==> config.mk <==
export PLATFORM = sky130hd
export DESIGN_NAME = stack_arithmetic_unit
export DESIGN_NICKNAME = d
export VERILOG_FILES = /design/src/sv/sau_pkg.sv /design/src/sv/stack_arithmetic_unit.sv /design/src/sv/sau_stack_mem.sv /design/src/sv/sau_divider.sv
export SDC_FILE = /design/constraint.sdc
export NUM_CORES = 2
export LEC_CHECK = 0
export BUFFER_PORTS_ARGS = -buffer_cell sky130_fd_sc_hd__buf_2
export CORE_ASPECT_RATIO = 1.5
export CORE_MARGIN = 4
export CORE_UTILIZATION = 59
export CTS_BUF_LIST = sky130_fd_sc_hd__clkbuf_8
export DETAILED_ROUTE_END_ITERATION = 16
export PLACE_DENSITY = 0.78
export SLEW_MARGIN = 40
export SYNTH_ARGS = -nofsm -noshare
export SYNTH_HDL_FRONTEND = slang
export SYNTH_SLANG_ARGS = --single-unit
==> constraint.sdc <==
create_clock -name i_clk -period 4.3 [get_ports i_clk]
set_input_delay 0.43 -clock i_clk [delete_from_list [all_inputs] [get_ports i_clk]]
set_output_delay 0.43 -clock i_clk [all_outputs]
set_load 0.03 [all_outputs]
==> src/sv/sau_pkg.sv <==
// ----------------------------------------------------------------------------
// sau_pkg
// Shared types and codes of the stack arithmetic unit: request and result
// payloads, opcodes, status codes and controller states.
// ----------------------------------------------------------------------------
package sau_pkg;

    localparam int unsigned DataWidth   = 32;
    localparam int unsigned ActionWidth = 3;
    localparam int unsigned StatusWidth = 2;
    localparam int unsigned DepthWidth  = 7;

    typedef enum logic [ActionWidth-1:0] {
        ACT_PUSH = 3'd0,
        ACT_NOP  = 3'd1,
        ACT_SWAP = 3'd2,
        ACT_ADD  = 3'd3,
        ACT_SUB  = 3'd4,
        ACT_DIV  = 3'd5
    } t_action;

    typedef enum logic [StatusWidth-1:0] {
        ST_OK      = 2'd0,
        ST_SHORT   = 2'd1,
        ST_DIVZERO = 2'd2,
        ST_FULL    = 2'd3
    } t_status;

    typedef enum logic [1:0] {
        S_IDLE,
        S_EXEC,
        S_DIV,
        S_DONE
    } t_state;

    typedef struct packed {
        logic [ActionWidth-1:0]     action;
        logic signed [DataWidth-1:0] push_value;
    } t_req;

    typedef struct packed {
        logic [StatusWidth-1:0]      status;
        logic signed [DataWidth-1:0] top_value;
        logic [DepthWidth-1:0]       stack_depth;
    } t_res;

endpackage

==> src/sv/stack_arithmetic_unit.sv <==
// ----------------------------------------------------------------------------
// stack_arithmetic_unit
// Operand stack of 32-bit signed integers with push, swap, add, sub and
// truncating divide, one opcode per request and one result per request.
// ----------------------------------------------------------------------------
// Each request runs to completion before the next one is taken. Push, nop,
// swap, add and sub pass through accept and read, execute and commit; div
// also waits in the divide state between execute and commit. The divider
// is started from the execute state, produces one quotient bit per cycle
// until all 32 are done, then signals done and the controller captures
// the quotient. A result that cannot leave holds the block in the commit
// state. The top entry is held in a register and the entries below it
// live in a single-port-write, single-port-read memory, so every opcode
// needs at most one memory read (the second entry) and one memory write.
// The finished result sits in an output register, so a new request can be
// accepted while it waits; a second result waits in the commit state until
// the first is taken. The memory is not cleared after reset; no entry's
// data is used before it is written. Error cases (short stack, zero
// divisor, full stack) report a status code and leave the stack untouched.
// Opcodes 6 and 7 act as nop.
// ----------------------------------------------------------------------------
module stack_arithmetic_unit import sau_pkg::*; #(
    parameter int unsigned STACK_DEPTH = 64
) (
    input  logic i_clk,
    input  logic i_rst_n,
    input  logic i_in_valid,
    output logic o_in_ready,
    input  t_req i_in_req,
    output logic o_out_valid,
    input  logic i_out_ready,
    output t_res o_out_res
);

    // Address width of the memory, and count width that can hold the depth.
    localparam int unsigned AW = $clog2(STACK_DEPTH);
    localparam int unsigned CW = $clog2(STACK_DEPTH + 1);

    // Controller state and architectural stack state.
    t_state               r_state, n_state;
    logic [CW-1:0]        r_count;
    logic [DataWidth-1:0] r_top;

    // The request being executed.
    logic [ActionWidth-1:0] r_action;
    logic [DataWidth-1:0]   r_value;

    // Pending outcome, committed in the done state.
    logic [StatusWidth-1:0] r_status, n_status;
    logic [DataWidth-1:0]   r_new_top, n_new_top;
    logic [CW-1:0]          r_new_count, n_new_count;
    logic                   r_wr_en, n_wr_en;
    logic [AW-1:0]          r_wr_addr, n_wr_addr;
    logic [DataWidth-1:0]   r_wr_data, n_wr_data;

    // Output register.
    logic r_out_valid;
    t_res r_out_res;

    logic                 in_accept;
    logic                 out_free;
    logic                 commit;
    logic [CW-1:0]        cnt_m1;
    logic [CW-1:0]        cnt_m2;
    logic                 short_stack;
    logic [DataWidth-1:0] second;
    logic                 mem_wr_en;
    logic                 div_start;
    logic                 div_done;
    logic [DataWidth-1:0] div_quo;
    logic [CW+DepthWidth-1:0] depth_ext;

    assign in_accept   = i_in_valid && o_in_ready;
    assign out_free    = !r_out_valid || i_out_ready;
    assign commit      = (r_state == S_DONE) && out_free;
    assign cnt_m1      = r_count - CW'(1);
    assign cnt_m2      = r_count - CW'(2);
    assign short_stack = r_count < CW'(2);
    assign mem_wr_en   = commit && r_wr_en;

    // The memory holds every entry except the top one. The read of the second
    // entry is issued at acceptance; its data is ready in the execute state.
    // Writes only happen at commit, always at an edge earlier than the read
    // of the following request, so no forwarding is needed.
    sau_stack_mem #(
        .DEPTH (STACK_DEPTH),
        .AW    (AW)
    ) u_mem (
        .i_clk     (i_clk),
        .i_wr_en   (mem_wr_en),
        .i_wr_addr (r_wr_addr),
        .i_wr_data (r_wr_data),
        .i_rd_en   (in_accept),
        .i_rd_addr (cnt_m2[AW-1:0]),
        .o_rd_data (second)
    );

    sau_divider u_div (
        .i_clk      (i_clk),
        .i_rst_n    (i_rst_n),
        .i_start    (div_start),
        .i_dividend (second),
        .i_divisor  (r_top),
        .o_done     (div_done),
        .o_quotient (div_quo)
    );

    always_ff @(posedge i_clk) begin
        if (!i_rst_n) begin
            r_state     <= S_IDLE;
            r_count     <= '0;
            r_out_valid <= 1'b0;
        end else begin
            r_state <= n_state;
            if (commit) begin
                r_count     <= r_new_count;
                r_out_valid <= 1'b1;
            end else if (i_out_ready) begin
                r_out_valid <= 1'b0;
            end
        end
    end

    always_ff @(posedge i_clk) begin
        if (in_accept) begin
            r_action <= i_in_req.action;
            r_value  <= i_in_req.push_value;
        end
        r_status    <= n_status;
        r_new_top   <= n_new_top;
        r_new_count <= n_new_count;
        r_wr_en     <= n_wr_en;
        r_wr_addr   <= n_wr_addr;
        r_wr_data   <= n_wr_data;
        if (commit) begin
            r_top                 <= r_new_top;
            r_out_res.status      <= r_status;
            r_out_res.top_value   <= (r_new_count == '0) ? '0 : r_new_top;
            r_out_res.stack_depth <= depth_ext[DepthWidth-1:0];
        end
    end

    // The reported depth is the count taken modulo 128.
    assign depth_ext = {{DepthWidth{1'b0}}, r_new_count};

    always_comb begin
        n_state     = r_state;
        n_status    = r_status;
        n_new_top   = r_new_top;
        n_new_count = r_new_count;
        n_wr_en     = r_wr_en;
        n_wr_addr   = r_wr_addr;
        n_wr_data   = r_wr_data;
        o_in_ready  = 1'b0;
        div_start   = 1'b0;

        case (r_state)
            S_IDLE: begin
                o_in_ready = 1'b1;
                if (i_in_valid) begin
                    n_state = S_EXEC;
                end
            end

            S_EXEC: begin
                // Default outcome: state unchanged, status ok.
                n_state     = S_DONE;
                n_status    = ST_OK;
                n_new_top   = r_top;
                n_new_count = r_count;
                n_wr_en     = 1'b0;
                n_wr_addr   = cnt_m2[AW-1:0];
                n_wr_data   = r_top;
                case (r_action)
                    ACT_PUSH: begin
                        if (r_count == CW'(STACK_DEPTH)) begin
                            n_status = ST_FULL;
                        end else begin
                            // The old top moves down into the memory.
                            n_wr_en     = (r_count != '0);
                            n_wr_addr   = cnt_m1[AW-1:0];
                            n_new_top   = r_value;
                            n_new_count = r_count + CW'(1);
                        end
                    end
                    ACT_SWAP: begin
                        if (short_stack) begin
                            n_status = ST_SHORT;
                        end else begin
                            n_wr_en   = 1'b1;
                            n_new_top = second;
                        end
                    end
                    ACT_ADD, ACT_SUB: begin
                        if (short_stack) begin
                            n_status = ST_SHORT;
                        end else begin
                            n_new_top   = (r_action == ACT_ADD) ? (second + r_top)
                                                                : (second - r_top);
                            n_new_count = cnt_m1;
                        end
                    end
                    ACT_DIV: begin
                        if (short_stack) begin
                            n_status = ST_SHORT;
                        end else if (r_top == '0) begin
                            n_status = ST_DIVZERO;
                        end else begin
                            div_start = 1'b1;
                            n_state   = S_DIV;
                        end
                    end
                    default: begin
                        // Nop and unused opcodes leave everything as it is.
                    end
                endcase
            end

            S_DIV: begin
                if (div_done) begin
                    n_new_top   = div_quo;
                    n_new_count = cnt_m1;
                    n_state     = S_DONE;
                end
            end

            S_DONE: begin
                if (out_free) begin
                    n_state = S_IDLE;
                end
            end

            default: begin
                n_state = S_IDLE;
            end
        endcase
    end

    assign o_out_valid = r_out_valid;
    assign o_out_res   = r_out_res;

`ifndef SYNTH
    // The entry count never goes past the stack depth.
    a_count_bound: assert property (@(posedge i_clk) disable iff (!i_rst_n)
        r_count <= CW'(STACK_DEPTH))
        else $error("entry count beyond stack depth");

    // A request that ends in an error leaves the count unchanged.
    a_error_keeps_count: assert property (@(posedge i_clk) disable iff (!i_rst_n)
        (commit && (r_status != ST_OK)) |-> (r_new_count == r_count))
        else $error("error result changed the entry count");

    // The divider only finishes while the controller waits for it.
    a_div_done_in_div: assert property (@(posedge i_clk) disable iff (!i_rst_n)
        div_done |-> (r_state == S_DIV))
        else $error("divider finished outside the divide state");

    // Every commit produces a valid result on the next cycle.
    a_commit_shows_result: assert property (@(posedge i_clk) disable iff (!i_rst_n)
        commit |=> o_out_valid)
        else $error("committed result not presented");
`endif

endmodule

==> src/sv/sau_stack_mem.sv <==
// ----------------------------------------------------------------------------
// sau_stack_mem
// Stack entry storage: one write port, one read port, registered read data.
// ----------------------------------------------------------------------------
module sau_stack_mem import sau_pkg::*; #(
    parameter int unsigned DEPTH = 64,
    parameter int unsigned AW    = $clog2(DEPTH)
) (
    input  logic                 i_clk,
    input  logic                 i_wr_en,
    input  logic [AW-1:0]        i_wr_addr,
    input  logic [DataWidth-1:0] i_wr_data,
    input  logic                 i_rd_en,
    input  logic [AW-1:0]        i_rd_addr,
    output logic [DataWidth-1:0] o_rd_data
);

    logic [DataWidth-1:0] r_mem [DEPTH];
    logic [DataWidth-1:0] r_rd_data;

    always_ff @(posedge i_clk) begin
        if (i_wr_en) begin
            r_mem[i_wr_addr] <= i_wr_data;
        end
    end

    always_ff @(posedge i_clk) begin
        if (i_rd_en) begin
            r_rd_data <= r_mem[i_rd_addr];
        end
    end

    assign o_rd_data = r_rd_data;

endmodule

==> src/sv/sau_divider.sv <==
// ----------------------------------------------------------------------------
// sau_divider
// Iterative signed 32-bit divider, truncating toward zero, one quotient bit
// per cycle. The quotient is valid while o_done is high.
// ----------------------------------------------------------------------------
module sau_divider import sau_pkg::*; (
    input  logic                        i_clk,
    input  logic                        i_rst_n,
    input  logic                        i_start,
    input  logic signed [DataWidth-1:0] i_dividend,
    input  logic signed [DataWidth-1:0] i_divisor,
    output logic                        o_done,
    output logic signed [DataWidth-1:0] o_quotient
);

    localparam int unsigned StepWidth = $clog2(DataWidth);

    logic                   r_busy;
    logic                   r_done;
    logic [StepWidth-1:0]   r_step;
    logic                   r_neg;
    logic [DataWidth-1:0]   r_den;
    logic [DataWidth-1:0]   r_rem;
    logic [DataWidth-1:0]   r_quo;

    logic [DataWidth:0]     trial;
    logic [DataWidth-1:0]   mag_num;
    logic [DataWidth-1:0]   mag_den;

    assign mag_num = i_dividend[DataWidth-1] ? (~i_dividend + 1'b1) : i_dividend;
    assign mag_den = i_divisor[DataWidth-1]  ? (~i_divisor + 1'b1)  : i_divisor;

    // Shift in the next dividend bit and try to subtract the divisor.
    assign trial = {r_rem, r_quo[DataWidth-1]} - {1'b0, r_den};

    always_ff @(posedge i_clk) begin
        if (!i_rst_n) begin
            r_busy <= 1'b0;
            r_done <= 1'b0;
            r_step <= '0;
        end else begin
            r_done <= 1'b0;
            if (i_start) begin
                r_busy <= 1'b1;
                r_step <= '0;
            end else if (r_busy) begin
                r_step <= r_step + 1'b1;
                if (r_step == StepWidth'(DataWidth - 1)) begin
                    r_busy <= 1'b0;
                    r_done <= 1'b1;
                end
            end
        end
    end

    always_ff @(posedge i_clk) begin
        if (i_start) begin
            r_neg <= i_dividend[DataWidth-1] ^ i_divisor[DataWidth-1];
            r_den <= mag_den;
            r_rem <= '0;
            r_quo <= mag_num;
        end else if (r_busy) begin
            if (!trial[DataWidth]) begin
                r_rem <= trial[DataWidth-1:0];
            end else begin
                r_rem <= {r_rem[DataWidth-2:0], r_quo[DataWidth-1]};
            end
            r_quo <= {r_quo[DataWidth-2:0], ~trial[DataWidth]};
        end
    end

    assign o_done     = r_done;
    assign o_quotient = r_neg ? (~r_quo + 1'b1) : r_quo;

endmodule
==> summary.txt <==
Floorplan
  • FP Rows: 181
  • Die X: 338.4 µm
  • Initial Util: roughly three fifths
  • # IOs: 82
  • Core box area: ~160000 µm²
  • Die height: 503.6 µm
  • Total die area: 170400 µm²

Min path
  • Worst Hold Depth: 2
  • Worst hold path startpoint: i_in_req[4]
  • HP Class: input port to register
  • Hold Path End: r_value[4]

Placement
  • I/O Buffers: 81
  • Final GP Congestion: about 0.9
  • HPWL after DPL: approximately 150000 µm
  • Inst Count DP: approximately 7k

Synthesis
  • EDFF count, synth: 2333
  • Yosys Warn Count: 0
  • Share of the synthesized area in the top cell type: about 73%
  • Top cells by count, synth: edfxtp_1, mux4_2, nand2_1
  • Post-Synth Simple-Gate Area: between 2 and 3%
  • Sequential area share after synthesis: 73.52%
  • Seq cells post-synth: 2382
  • Adder-Cell Fraction of Synth Area: 1.129%
  • Syn Area/Cell: ~20 µm²
  • Post-synth top area cell: edfxtp_1
  • Post-synthesis xor/xnor area fraction: under 10%
  • Main combinational cell family by area after synthesis: multiplexers
  • Synth cell types: 89
  • Synth Net Count: 4892
  • Top-count cell post-synth: edfxtp_1
  • Post-synthesis compound-gate area fraction: under 10%
  • Synth Instances: 4767
  • Top post-synthesis cells by area: edfxtp_1, mux4_2, ha_1
  • Ys async rst share: 0%
  • Mapped cell area: 96620 µm²
  • Ys flop type: edfxtp_1
  • Mux contribution to synthesized area: ~16%

Worst setup path
  • Element type at the critical path start: register
  • CP cell instances: nor4_4, nand3_2, or3_4, or3_4, nor3_4, nor2_2, xor2_1, ha_1, a211oi_2, nand2_1, o211ai_1, buf_4, a21oi_4, o21ai_4, o21a_1, a31oi_1, or4b_1, nand3_1
  • Worst path required time: 5.17 ns
  • Worst r2r path cells: 18
  • Slowest CP cell: or4b_1
  • CP peak stage delay: around 0.52 ns
  • Worst R2R Setup Slack: -0.36 ns
  • Most frequent CP cell: or3_4
  • R2r endpoint: r_new_top[31]
  • Critical Path End Type: register
  • Reg-to-Reg Start: r_top[4]
  • Arr. time, crit path: 5.54 ns
  • CP Class: register to register
  • Critical Path Fanout Max: 5

Run status
  • Failing checks: negative setup slack
  • Outcome: finished, violations left

Clock tree
  • CTS clk-pin slew, worst paths: 0.06 ns
  • CTS tree: done
  • Worst skew pair latency: ~1.0 ns
  • Root Driver: clkbuf_8
  • CTS Buf Count: 341
  • H-tree depth: 5
  • Bufs on Longest Clock Path: 4
  • Clock sinks: 2382

Timing
  • Final period util: 108.5%
  • TNS Setup: -2.893 ns
  • Final Worst Setup Slack: -0.3637 ns
  • Slew Limit Fails: 0
  • Tmin final: 4.664 ns
  • Max Clock Skew: slightly below 0.06 ns
  • RSZ-0062 raised after global routing: true
  • Fmax: around 210 MHz
  • Rel. slew slack: 40.22%
  • Hold Vio Cnt, Final: 0
  • Final Setup Violations: 14
  • Hold WS: 0.1690 ns
  • Least-Margin Pin Slew: 0.8968 ns

Global route
  • Vias in the first global route: 52.90k
  • Remaining global-route overflow: 0
  • Largest net degree at the start of global routing: 139
  • First-pass GRT wire length: 354200 µm
  • Initial antenna violation count: 9
  • Global-route usage over all layers: 28.59%

Power
  • Leak: 34.73 nW
  • VDD IR-drop max: approximately 0.00038 V
  • Total power: 58.77 mW
  • Pwr per Cell Area: 538.4 nW/µm²

Layout
  • Fin util: 67.22%
  • NumNets Final: 5427
  • Non-Filler Instances: 7655
  • Synth-to-Final Area Change: 12.97%
  • Layout cells sized above 1: 29.87%

Flow run
  • Maxcap violations: 0

Drt
  • Drt via density: 6.611
  • WL per Instance: 31.74 µm
  • Remaining DRCs: 0
  • DRT Wirelength: 243000 µm
  • Initial DRC count: 5732
  • ANT nets after route: 0
  • Drt pass-1 iters: 5
  • DR vias: 50.61k
==> layout make-up <==
| type | instances | area (µm²) |
|---|---|---|
| timing repair buffer | 445 | 3725 |
| clock inverter | 231 | 1384 |
| inverter | 67 | 252.7 |
| sequential | 2382 | 71050 |
| tap | 2104 | 2633 |
| multi-input combinational | 2065 | 25250 |
| antenna | 10 | 25.02 |
| clock buffer | 351 | 4831 |
| fill | 9810 | 53230 |
==> sequential cells by signal, summed over array words and instances, names as in the netlist, 5 cells and up <==
register         flops
u_div.r_quo         32
r_top               32
r_new_top           32
r_new_count          7
r_value             32
u_div.r_den         32
o_out_res           41
r_wr_addr            6
r_wr_data           32
u_div.r_rem         32
r_count              7
u_div.r_step         5
u_mem.r_mem       2048
u_mem.o_rd_data     32
==> layout by cell type, fill, tap and decap left out, types with 17 or more instances in the layout <==
| cell | n |
|---|---|
| edfxtp_1 | 2333 |
| mux4_2 | 672 |
| clkbuf_8 | 351 |
| buf_4 | 281 |
| nand2_1 | 188 |
| inv_1 | 152 |
| o21ai_0 | 118 |
| a21oi_1 | 118 |
| xnor2_1 | 109 |
| clkinv_1 | 84 |
| buf_2 | 81 |
| ha_1 | 80 |
| nor2_1 | 74 |
| xor2_1 | 66 |
| nor2_4 | 66 |
| dfxtp_1 | 46 |
| dlygate4sd3_1 | 39 |
| and2_1 | 38 |
| clkinv_2 | 36 |
| o21ai_1 | 35 |
| o31ai_1 | 31 |
| buf_12 | 31 |
| mux2i_1 | 27 |
| nor3_1 | 24 |
| a21o_1 | 24 |
| a221oi_1 | 22 |
| or3_1 | 21 |
| nand2b_1 | 19 |
| nand3_1 | 19 |
| o211ai_1 | 17 |
| bufinv_16 | 17 |
==> worst max-delay path by stage <==
stage,startpoint,endpoint,slack [ns]
after floorplan,r_top[5],r_new_top[23],0.02
after global placement,r_top[7],r_new_top[28],-0.69
after detailed placement,r_top[7],r_new_top[31],-0.67
after CTS,r_top[4],r_new_top[31],-0.26
after global routing,r_top[5],r_new_top[24],-0.53
final,r_top[4],r_new_top[31],-0.36
==> report_power, final <==
group	total (mW)	internal (mW)	leakage [nW]	switching, mW
Clock	16.8	8.57	3.51	8.26
Combinational	13.2	5.27	9.79	7.88
Sequential	28.8	28.0	21.4	0.781
Total	58.8	41.8	34.7	16.9
==> kinds of logic after synthesis <==
group	after synthesis
fa+ha+maj	86
xor+xnor	186
mux	700
flops	2382
simple gates	566
buf+inv	320
compound gates	527
==> timing repair <==
item	CTS	global route
buffers inserted	7	11
hold buffers	39	0
pin swaps	25	29
resized for setup	40	39
endpoints found under the hold margin	52	0
endpoints found under the setup margin	15	15
==> metal layers <==
layer  wire, µm  up-vias  share of wire, %  GRT usage [%]
li1           -    20835                 -              -
met1      81370    26342                33          33.67
met2     133400     2915                55          52.25
met3      18440      514               7.6          4.873
met4       9756        4               4.0          12.05
met5         27        -             0.011              0
==> stage by stage <==
step / area, µm² / worst slack (ns)
after CTS: 108800 / -0.2588
after detailed placement: 101900 / -0.6672
after global routing: 109100 / -0.5338
after global placement: 101900 / -0.6895
after floorplan: 96620 / 0.02376
final: 109100 / -0.3637
==> critical path: cells and delay by family, from the launching register on <==
family | cells | cell delay [ns]
simple gates | 9 | 2.28
buf+inv | 1 | 0.16
compound gates | 6 | 1.15
flops | 1 | 0.44
fa+ha+maj | 1 | 0.36
xor+xnor | 1 | 0.14
No activity file was read; power rests on OpenSTA's default activity.
